File: src/sv/slcan_pkg.sv
// Shared types, constants and helpers for the SLCAN line encoder.
package slcan_pkg;

	localparam int unsigned FIFO_DEPTH_DEF = 2;

	localparam logic [7:0] CH_DATA   = 8'h74; // 't'
	localparam logic [7:0] CH_REMOTE = 8'h72; // 'r'
	localparam logic [7:0] CH_CR     = 8'h0D;
	localparam logic [7:0] CASE_OFS  = 8'd32;
	localparam logic [7:0] HEX_NUM   = 8'h30;
	localparam logic [7:0] HEX_ALPHA = 8'h37;
	localparam logic [3:0] HEX_TEN   = 4'hA;
	localparam logic [3:0] MAX_BYTES = 4'd8;

	localparam logic [2:0] STD_DIG_LAST = 3'd2;
	localparam logic [2:0] EXT_DIG_LAST = 3'd7;
	localparam logic [4:0] TS_DIG_LAST  = 5'd3;

	// one classified frame, ready for the serialiser
	typedef struct packed {
		logic [7:0]  type_char;
		logic [31:0] id_digits;   // left aligned: next digit in the top nibble
		logic [2:0]  id_last;     // identifier digits minus one
		logic [3:0]  dlc;
		logic [3:0]  nbytes;
		logic [63:0] payload;
		logic [15:0] timestamp;
		logic        ts_en;
	} desc_t;

	typedef enum logic [2:0] {
		ST_IDLE,
		ST_TYPE,
		ST_ID,
		ST_DLC,
		ST_DATA,
		ST_TS,
		ST_CR
	} state_t;

	function automatic logic [7:0] hex_char(input logic [3:0] n);
		hex_char = (n < HEX_TEN) ? (HEX_NUM + {4'd0, n}) : (HEX_ALPHA + {4'd0, n});
	endfunction

endpackage

File: src/sv/slcan_fifo.sv
// Small register queue between the frame classifier and the serialiser.
module slcan_fifo #(
	parameter int unsigned WIDTH = 8,
	parameter int unsigned DEPTH = 2
) (
	input  logic             clk,
	input  logic             arst_n,
	input  logic             push,
	input  logic [WIDTH-1:0] wdata,
	output logic             full,
	input  logic             pop,
	output logic             not_empty,
	output logic [WIDTH-1:0] rdata
);
	localparam int unsigned AW = (DEPTH > 1) ? $clog2(DEPTH) : 1;
	localparam int unsigned CW = $clog2(DEPTH + 1);
	localparam logic [AW-1:0] PTR_LAST = AW'(DEPTH - 1);
	localparam logic [CW-1:0] CNT_FULL = CW'(DEPTH);

	logic [WIDTH-1:0] entry_q [DEPTH];
	logic [AW-1:0]    wptr_q;
	logic [AW-1:0]    rptr_q;
	logic [CW-1:0]    count_q;
	logic             do_push;
	logic             do_pop;

	assign full      = (count_q == CNT_FULL);
	assign not_empty = (count_q != '0);
	assign do_push   = push && !full;
	assign do_pop    = pop && not_empty;
	assign rdata     = entry_q[rptr_q];

	always_ff @(posedge clk or negedge arst_n) begin
		if (!arst_n) begin
			wptr_q  <= '0;
			rptr_q  <= '0;
			count_q <= '0;
		end else begin
			if (do_push) begin
				wptr_q <= (wptr_q == PTR_LAST) ? '0 : wptr_q + 1'b1;
			end
			if (do_pop) begin
				rptr_q <= (rptr_q == PTR_LAST) ? '0 : rptr_q + 1'b1;
			end
			if (do_push && !do_pop) begin
				count_q <= count_q + 1'b1;
			end else if (do_pop && !do_push) begin
				count_q <= count_q - 1'b1;
			end
		end
	end

	always_ff @(posedge clk) begin
		if (do_push) begin
			entry_q[wptr_q] <= wdata;
		end
	end

endmodule

File: src/sv/slcan_front.sv
// Input side: takes frames, holds the timestamp switch and classifies each frame.
module slcan_front (
	input  logic               clk,
	input  logic               arst_n,
	input  logic               cfg_write,
	input  logic               cfg_data,
	input  logic               in_valid,
	output logic               in_stall,
	input  logic [28:0]        frame_id,
	input  logic               extended,
	input  logic               remote,
	input  logic [3:0]         dlc,
	input  logic [63:0]        payload,
	input  logic [15:0]        timestamp,
	input  logic               q_full,
	output logic               q_push,
	output slcan_pkg::desc_t   q_desc
);
	import slcan_pkg::*;

	logic       ts_en_q;
	logic [7:0] base_char;

	always_ff @(posedge clk or negedge arst_n) begin
		if (!arst_n) begin
			ts_en_q <= 1'b0;
		end else if (cfg_write) begin
			ts_en_q <= cfg_data;
		end
	end

	assign in_stall = q_full;
	assign q_push   = in_valid && !q_full;

	assign base_char = remote ? CH_REMOTE : CH_DATA;

	always_comb begin
		q_desc.type_char = extended ? (base_char - CASE_OFS) : base_char;
		// standard frames show only the low 12 bits
		q_desc.id_digits = extended ? {3'd0, frame_id} : {frame_id[11:0], 20'd0};
		q_desc.id_last   = extended ? EXT_DIG_LAST : STD_DIG_LAST;
		q_desc.dlc       = dlc;
		q_desc.nbytes    = (dlc > MAX_BYTES) ? MAX_BYTES : dlc;
		q_desc.payload   = payload;
		q_desc.timestamp = timestamp;
		q_desc.ts_en     = ts_en_q;
	end

endmodule

File: src/sv/slcan_back.sv
// Output side: walks one classified frame and sends its line a character a beat.
module slcan_back (
	input  logic               clk,
	input  logic               arst_n,
	input  logic               q_not_empty,
	input  slcan_pkg::desc_t   q_desc,
	output logic               q_pop,
	output logic               out_valid,
	input  logic               out_stall,
	output logic [7:0]         character,
	output logic               last_char
);
	import slcan_pkg::*;

	state_t      state_q;
	state_t      state_d;
	logic [4:0]  cnt_q;
	logic [7:0]  type_q;
	logic [31:0] id_sh_q;
	logic [2:0]  id_last_q;
	logic [3:0]  dlc_q;
	logic [3:0]  nbytes_q;
	logic [63:0] data_sh_q;
	logic [15:0] ts_sh_q;
	logic        ts_en_q;

	logic        out_valid_q;
	logic [7:0]  char_q;
	logic        last_q;

	logic        adv;
	logic        emit;
	logic [7:0]  char_d;
	logic        last_d;
	logic        cnt_zero;
	logic [4:0]  data_last;

	assign adv       = !out_valid_q || !out_stall;
	assign cnt_zero  = (cnt_q == '0);
	assign data_last = {nbytes_q, 1'b0} - 5'd1;
	assign q_pop     = (state_q == ST_IDLE) && adv && q_not_empty;

	// next state
	always_comb begin
		state_d = state_q;
		if (adv) begin
			case (state_q)
				ST_IDLE: if (q_not_empty) state_d = ST_TYPE;
				ST_TYPE: state_d = ST_ID;
				ST_ID:   if (cnt_zero) state_d = ST_DLC;
				ST_DLC: begin
					if (nbytes_q != '0) state_d = ST_DATA;
					else if (ts_en_q)   state_d = ST_TS;
					else                state_d = ST_CR;
				end
				ST_DATA: if (cnt_zero) state_d = ts_en_q ? ST_TS : ST_CR;
				ST_TS:   if (cnt_zero) state_d = ST_CR;
				ST_CR:   state_d = ST_IDLE;
				default: state_d = ST_IDLE;
			endcase
		end
	end

	// character for the current state
	always_comb begin
		emit   = 1'b1;
		last_d = 1'b0;
		char_d = CH_CR;
		case (state_q)
			ST_IDLE: emit = 1'b0;
			ST_TYPE: char_d = type_q;
			ST_ID:   char_d = hex_char(id_sh_q[31:28]);
			ST_DLC:  char_d = hex_char(dlc_q);
			ST_DATA: char_d = hex_char(data_sh_q[63:60]);
			ST_TS:   char_d = hex_char(ts_sh_q[15:12]);
			ST_CR:   last_d = 1'b1;
			default: emit = 1'b0;
		endcase
	end

	always_ff @(posedge clk or negedge arst_n) begin
		if (!arst_n) begin
			state_q     <= ST_IDLE;
			out_valid_q <= 1'b0;
		end else if (adv) begin
			state_q     <= state_d;
			out_valid_q <= emit;
		end
	end

	always_ff @(posedge clk) begin
		if (adv) begin
			char_q <= char_d;
			last_q <= last_d;
			case (state_q)
				ST_IDLE: begin
					type_q    <= q_desc.type_char;
					id_sh_q   <= q_desc.id_digits;
					id_last_q <= q_desc.id_last;
					dlc_q     <= q_desc.dlc;
					nbytes_q  <= q_desc.nbytes;
					data_sh_q <= q_desc.payload;
					ts_sh_q   <= q_desc.timestamp;
					ts_en_q   <= q_desc.ts_en;
				end
				ST_TYPE: cnt_q <= {2'd0, id_last_q};
				ST_ID: begin
					id_sh_q <= {id_sh_q[27:0], 4'd0};
					cnt_q   <= cnt_q - 5'd1;
				end
				ST_DLC:  cnt_q <= (nbytes_q != '0) ? data_last : TS_DIG_LAST;
				ST_DATA: begin
					data_sh_q <= {data_sh_q[59:0], 4'd0};
					cnt_q     <= cnt_zero ? TS_DIG_LAST : cnt_q - 5'd1;
				end
				ST_TS: begin
					ts_sh_q <= {ts_sh_q[11:0], 4'd0};
					cnt_q   <= cnt_q - 5'd1;
				end
				default: ;
			endcase
		end
	end

	assign out_valid = out_valid_q;
	assign character = char_q;
	assign last_char = last_q;

endmodule

File: src/sv/can_frame_to_slcan_ascii.sv
// Top level of the CAN frame to SLCAN ASCII line encoder.
//
//  channel | direction | handshake          | beat
//  --------+-----------+--------------------+---------------------------------------------
//  cfg     | in        | cfg_write          | cfg_data -> timestamp switch
//  in      | in        | in_valid/in_stall  | frame_id, extended, remote, dlc, payload, ts
//  out     | out       | out_valid/out_stall| character, last_char
//
// The serialiser picks each frame up from the queue in its idle state before
// the line, which holds 6 to 31 characters.
// The queue holds FIFO_DEPTH frames, so input is taken while a line is sent until the queue is full.
// Reset clears the queue, the serialiser state and the timestamp switch.
// A stalled output beat holds; the serialiser waits on it.
module can_frame_to_slcan_ascii #(
	parameter int unsigned FIFO_DEPTH = slcan_pkg::FIFO_DEPTH_DEF
) (
	input  logic        clk,
	input  logic        arst_n,
	input  logic        cfg_write,
	input  logic        cfg_data,
	input  logic        in_valid,
	output logic        in_stall,
	input  logic [28:0] frame_id,
	input  logic        extended,
	input  logic        remote,
	input  logic [3:0]  dlc,
	input  logic [63:0] payload,
	input  logic [15:0] timestamp,
	output logic        out_valid,
	input  logic        out_stall,
	output logic [7:0]  character,
	output logic        last_char
);
	import slcan_pkg::*;

	localparam int unsigned DESC_W = $bits(desc_t);

	desc_t             push_desc;
	desc_t             pop_desc;
	logic [DESC_W-1:0] pop_bits;
	logic              q_push;
	logic              q_full;
	logic              q_pop;
	logic              q_not_empty;

	slcan_front u_front (
		.clk       (clk),
		.arst_n    (arst_n),
		.cfg_write (cfg_write),
		.cfg_data  (cfg_data),
		.in_valid  (in_valid),
		.in_stall  (in_stall),
		.frame_id  (frame_id),
		.extended  (extended),
		.remote    (remote),
		.dlc       (dlc),
		.payload   (payload),
		.timestamp (timestamp),
		.q_full    (q_full),
		.q_push    (q_push),
		.q_desc    (push_desc)
	);

	slcan_fifo #(
		.WIDTH (DESC_W),
		.DEPTH (FIFO_DEPTH)
	) u_fifo (
		.clk       (clk),
		.arst_n    (arst_n),
		.push      (q_push),
		.wdata     (push_desc),
		.full      (q_full),
		.pop       (q_pop),
		.not_empty (q_not_empty),
		.rdata     (pop_bits)
	);

	assign pop_desc = desc_t'(pop_bits);

	slcan_back u_back (
		.clk         (clk),
		.arst_n      (arst_n),
		.q_not_empty (q_not_empty),
		.q_desc      (pop_desc),
		.q_pop       (q_pop),
		.out_valid   (out_valid),
		.out_stall   (out_stall),
		.character   (character),
		.last_char   (last_char)
	);

endmodule

File: config.mk
export PLATFORM = sky130hd
export DESIGN_NAME = can_frame_to_slcan_ascii
export DESIGN_NICKNAME = d
export VERILOG_FILES = /design/src/sv/slcan_pkg.sv /design/src/sv/slcan_fifo.sv /design/src/sv/slcan_front.sv /design/src/sv/slcan_back.sv /design/src/sv/can_frame_to_slcan_ascii.sv
export SDC_FILE = /design/constraint.sdc
export NUM_CORES = 1
export LEC_CHECK = 0
export ABC_AREA = 1
export BUFFER_PORTS_ARGS = -buffer_cell sky130_fd_sc_hd__buf_2
export CAP_MARGIN = 30
export CORE_ASPECT_RATIO = 1.2
export CORE_MARGIN = 3
export CORE_UTILIZATION = 45
export CTS_CLUSTER_DIAMETER = 60
export DETAILED_ROUTE_END_ITERATION = 10
export PLACE_DENSITY = 0.63
export SYNTH_ARGS = -nofsm -noshare
export SYNTH_HDL_FRONTEND = slang
export SYNTH_SLANG_ARGS = --single-unit
File: constraint.sdc
create_clock -name clk -period 11.26 [get_ports clk]
set_input_delay 3.378 -clock clk [delete_from_list [all_inputs] [get_ports clk]]
set_output_delay 3.378 -clock clk [all_outputs]
set_load 0.005 [all_outputs]
==> metrics.txt, run 1 <==
first-pass GRT wire length approximately 49000 um; htree depth 2; die area 37300 um^2; worst-case clock buffer depth 3; DPL Wire Length roughly 18000 um; Area Growth Syn to Fin 14.6%; clk_lat worst skew ~530 ps; CTS sink cnt 397; Avg Inst Size Synth ~12 um^2; worst clock skew 14.6 ps; total of max-cap violations 0; Mapped Area 15700 um^2; TritonCTS buffer count 40; register area share after synthesis approximately 75%; Final period util between 40% and 50%; WL/cell around 16 um; Pre-antenna DRT Iters 4; Compound-Gate Fraction of Synth Area under 10%; GRT overflow 0; worst vdd ir around 0.12 mV; number of post-CTS setup repair buffers 0; crit end category register; R2R Path Start u_fifo.rptr_q$_DFFE_PN0P_; startpoint type of the worst setup path input pin; syn nets between 1000 and 1500; Crit path top cell by count buf_4; CP cell instances buf_2, o21ai_0, nor2_4, buf_4, buf_4, buf_16; adder-cell area share of the yosys netlist less than 1%; area occupied by multi-input gates 3280 um^2; fin crit period 5040 ps; Synth Flop Type edfxtp_1; number of nets with antenna violations after routing 0; Worst Hold Class reg2reg; Critical Path AT 5230 ps; nets@finish roughly 1500; Reg clk slew, reported paths roughly 60 ps; r2r setup slk roughly 8300 ps; Die W 177 um; Hold Path Sink u_back.ts_en_q$_DFFE_PN_; Root Buffer clkbuf_16; initial core utilization between 40% and 50%; ys async rst share ~2.3%; RSZ-0062 raised after global routing false; max_slew headroom between 30% and 40%; initial antenna violation count 1; CTS Hold Bufs 0; Total Negative Setup Slacks 0 ps; Final setup viols 0; share of cells above drive strength 1 between 10% and 20%; Leakage Power 0.00715 uW; Global Route Usage Sum 16.8%; register bit total from synthesis roughly 400; largest family of logic cells by synthesized area simple AND/OR/NAND/NOR gates; die extent in y ~210 um; status completed; Residual DRC 0; worst slew pin tran ~940 ps; proportion of synthesized area in mux cells 0.0715%; CTS tree built; CP max stage delay approximately 640 ps; Initial DRC Count a little under 700; via count between 9000 and 10000; highest clock rate around 0.20 GHz; row count 74; commonest non-fill, non-tap cells in the layout nand2_1 (410), edfxtp_1 (388), nor2_1 (143); largest net degree at the start of global routing 82; Yosys cell types 34; yosys warns 0; Post-synth EDFFs just under 400; Sequential cell area around 12000 um^2; Synth Area in Simple Gates 14.7%; critical path class in2reg; Worst path slowest cell buf_4; DR vias/cell between 5 and 6; final wirelength ~31000 um; RR Endpoint u_back.data_sh_q[25]$_DFFE_PP_; final worst-path setup slack 6220 ps; number of buffers added on ports 130; GPL Wtd Cong 0.808; post-synthesis xor/xnor area fraction less than 1%; Place WS approximately 5300 ps; Pwr Density ~270 nW/um^2; CP Max Fanout 65; Crit path required time 11450 ps; Hold Crit Depth 2; worst reg2reg path depth 4; final core occ ~53%; Layout fillers between 3000 and 4000; area of the core between 30000 and 40000 um^2; post-CTS sizing 0; min-delay src u_fifo.entry_q[0][0]$_DFFE_PP_; cell count after synthesis 1279; Final Hold Viols 0; commonest non-fill, non-tap cell in the layout nand2_1; I/O pins approximately 130; Final Max Slew Viols 0; vias in the first global route ~9300
-- where the power goes --
| part | internal [uW] | switching [uW] |
|---|---|---|
| clock | 698 | 526 |
| sequential | 2270 | 179 |
| combinational | 363 | 852 |
| total | 3330 | 1560 |
-- per-layer routing --
layer | wire length, um | track usage, % | vias to the layer above
met2 | 15900 | 28.7 | 204
met1 | 13300 | 21.9 | 4548
li1 | - | - | 4668
met4 | 618 | 5.20 | 0
met3 | 1430 | 3.25 | 50
met5 | 0 | 0 | -
-- worst max path at each step --
stage              start                                to  slack [ps]  depth (start not counted)
6_report        in_valid   u_fifo.entry_q[1][45]$_DFFE_PP_        6220                          6
5_1_grt         in_valid   u_fifo.entry_q[1][54]$_DFFE_PP_        6100                          6
2_1_floorplan   in_valid    u_fifo.entry_q[1][0]$_DFFE_PP_        1910                          2
3_3_place_gp   out_stall     u_fifo.count_q[1]$_DFFE_PN0P_        5190                          9
4_1_cts         in_valid  u_fifo.entry_q[1][106]$_DFFE_PP_        5890                          5
3_5_place_dp    in_valid   u_fifo.entry_q[1][50]$_DFFE_PP_        5320                          5
-- kinds of logic after synthesis --
family	after synthesis
buf+inv	145
compound gates	130
other cells	1
simple gates	591
xor+xnor	7
flops	397
mux	1
fa+ha+maj	7
-- area by class of cell --
type | instances | area share, %
flip-flops and latches | 397 | 65.8
multi-input cells | 737 | 18.1
clock buffers | 57 | 6.02
repair buffers | 144 | 4.41
well taps | 456 | 3.16
inverters | 87 | 1.82
clock inverters | 14 | 0.603
diodes | 1 | 0.0139
-- per-stage QoR --
stage	power [uW]	area, um^2	instances	hold WS (ps)
CTS	4930	18000	1890	514
detailed placement	3700	16800	1819	503
global route	5200	18000	1893	531
global placement	3660	16800	1818	494
floorplan	3340	15700	1279	438
finish	4890	18000	1893	506
-- worst max-delay path, delay by kind of cell --
kind,cells,cell delay [ps]
buffers and inverters,4,1340
AOI/OAI and AO/OA,1,250
and+or+nand+nor,1,160
-- sequential cells by signal, summed over array words and instances, names as in the netlist, 4 cells and up --
name,flops
u_fifo.entry_q,250
u_back.data_sh_q,64
u_back.id_sh_q,32
u_back.ts_sh_q,16
u_back.character,7
u_back.cnt_q,5
u_back.dlc_q,4
u_back.nbytes_q,4
-- cell usage after synthesis, types with 2 or more instances --
cell type,count,area (um^2)
nand3_1,20,100
nor2_2,2,12.5
o21ai_0,13,65.1
inv_1,82,308
buf_4,6,45.0
inv_2,4,15.0
o21ai_1,3,15.0
xor2_1,4,35.0
clkbuf_1,24,90.1
buf_2,27,135
nand3_2,2,20.0
nand4_1,3,18.8
ha_1,7,87.6
nand2_2,4,25.0
xnor2_1,3,26.3
dfrtp_1,9,225
nor2_1,145,544
a31oi_1,101,632
nor2_4,2,22.5
nand2_1,410,1540
a21oi_1,8,40.0
edfxtp_1,388,11700
No activity file was read; power rests on OpenSTA's default activity.
==> inputs of run 2 (changes only) <==
- PLACE_DENSITY: 0.63 -> 0.65
- clock period: 11.26 -> 4.3 ns (I/O delays scaled with it)
==> run 2 against run 1 <==
Non-clock buffer count grew 1. Combinational power rose to 2.6 times the previous value. Core utilization up 0.44 points. Wire length down 1.4%. Critical endpoint is now in_stall. Largest cell class unchanged. Largest power group unchanged. Highest routed layer unchanged.
==> metrics.txt, run 2 (synthesis results as in run 1) <==
vias in the first global route 9322; largest net degree at the start of global routing 86; GPL Wtd Cong between 0.8 and 0.9; htree depth 2; commonest non-fill, non-tap cell in the layout nand2_1; worst reg2reg path depth 3; I/O pins roughly 130; Buf/Inv on CP 1; WL/cell about 16 um; fin area between 15000 and 20000 um^2; CTS sink cnt about 400; critical path class reg2out; Critical Path Source u_fifo.count_q[0]$_DFFE_PN0P_; final wirelength just over 30000 um; CP Max Fanout 6; number of post-CTS setup repair buffers 0; total of max-cap violations 0; worst slew pin tran between 800 and 900 ps; Worst Hold Class reg2reg; RR Endpoint u_back.id_sh_q[28]$_DFFE_PP_; Reg clk slew, reported paths 60 ps; Global Route Usage Sum roughly 17%; Critical Path Stages 2; r2r setup slk 1900 ps; die extent in y between 200 and 250 um; RSZ-0062 raised after global routing false; Worst path slowest cell dfrtp_1; Pwr Density a little over 700 nW/um^2; Critical Path AT between 1000 and 1500 ps; CP cell instances nor2_1, buf_2; Root Buffer clkbuf_16; initial antenna violation count 2; R2R Path Start u_fifo.rptr_q$_DFFE_PN0P_; max_slew headroom about 45%; CTS Hold Bufs 0; fin crit period 2570 ps; final core occ a little over half; startpoint type of the worst setup path register; Final setup viols 0; Final Hold Viols 0; commonest non-fill, non-tap cells in the layout nand2_1 (410), edfxtp_1 (388), nor2_1 (143); TritonCTS buffer count 40; worst-case clock buffer depth 3; status completed; DPL Wire Length approximately 19000 um; Power Total around 13000 uW; Leakage Power around 0.0072 uW; Crit path required time 3010 ps; Largest delay share family, worst path flip-flops; die area approximately 37000 um^2; nets@finish approximately 1500; placed cell area 16900 um^2; row count 74; CTS tree built; final worst-path setup slack approximately 1700 ps; post-CTS sizing 0; Pre-antenna DRT Iters 5; highest clock rate 0.388 GHz; biggest regs u_fifo.entry_q (250), u_back.data_sh_q (64), u_back.id_sh_q (32); first-pass GRT wire length about 48000 um; Largest register FFs 250; crit end category primary output; DR vias/cell between 5 and 6; Critical Path Sink in_stall; worst vdd ir ~0.34 mV; number of buffers added on ports 130; Final Max Slew Viols 0; register with the most flip-flops u_fifo.entry_q; Initial DRC Count around 860; Place WS 1230 ps; Layout fillers 2932; share of cells above drive strength 1 between 15 and 20%; Final period util around 60%; initial core utilization a little under half; via count 9513; Residual DRC 0; number of nets with antenna violations after routing 0; Hold Crit Depth 2; Area Growth Syn to Fin 15.6%; clk_lat worst skew 540 ps; GRT overflow 0; CP max stage delay around 450 ps; hold_ws 508 ps; area of the core between 30000 and 40000 um^2; worst clock skew about 22 ps; Die W 177 um
-- run 2: cell count changes in the layout (fill, tap and decap cells not counted), sizes merged --
| cell | previous run | this run |
|---|---|---|
| buf | 144 | 145 |
| bufinv | 1 | 3 |
| clkbuf | 57 | 45 |
| clkinv | 10 | 15 |
| clkinvlp | 1 | 4 |
| diode | 1 | 2 |
| inv | 89 | 93 |
-- run 2: worst register-to-register path: stages (launching register included) --
cell and delay, ps:
dfrtp_4 890, buf_4 770, nand2_1 120, a31oi_1 380
-- run 2: final cells by class --
| cell class | count | area [um^2] | area share (%) |
|---|---|---|---|
| clock buffers | 45 | 1050 | 5.77 |
| well taps | 456 | 571 | 3.13 |
| flip-flops and latches | 397 | 11900 | 65.3 |
| inverters | 87 | 329 | 1.81 |
| repair buffers | 145 | 838 | 4.61 |
| clock inverters | 28 | 250 | 1.37 |
| multi-input cells | 737 | 3280 | 18.0 |
| diodes | 2 | 5.00 | 0.0275 |
-- run 2: routing by layer --
layer / track usage (%) / vias to the layer above / part of all wire [%]
li1: - / 4675 / -
met1: 21.4 / 4539 / 43
met2: 28.0 / 238 / 49
met3: 2.80 / 61 / 4.7
met4: 6.61 / 0 / 3.5
met5: 0 / - / 0
-- run 2: per-stage QoR --
step	TNS (ps)	std cells
detailed placement	0	1822
finish	0	1897
global route	0	1897
CTS	0	1895
global placement	0	1822
floorplan	-218010	1279
-- run 2: power breakdown --
part | internal, uW | leakage [uW] | switching, uW
clock network | 1970 | 0.000636 | 1440
logic | 975 | 0.00283 | 2190
registers | 5940 | 0.00375 | 486
total | 8880 | 0.00722 | 4110
-- run 2: worst min-delay path by stage --
stage	end	slack (ps)	from
after global placement	u_back.dlc_q[3]$_DFFE_PN_	500	u_fifo.entry_q[0][88]$_DFFE_PP_
after global routing	u_back.nbytes_q[3]$_DFFE_PN_	540	u_fifo.entry_q[0][84]$_DFFE_PP_
after CTS	u_back.nbytes_q[3]$_DFFE_PN_	510	u_fifo.entry_q[0][84]$_DFFE_PP_
after floorplan	u_fifo.entry_q[0][0]$_DFFE_PP_	440	u_front.ts_en_q$_DFFE_PN0P_
after detailed placement	u_back.dlc_q[2]$_DFFE_PN_	500	u_fifo.entry_q[0][87]$_DFFE_PP_
final	u_back.dlc_q[2]$_DFFE_PN_	510	u_fifo.entry_q[0][87]$_DFFE_PP_
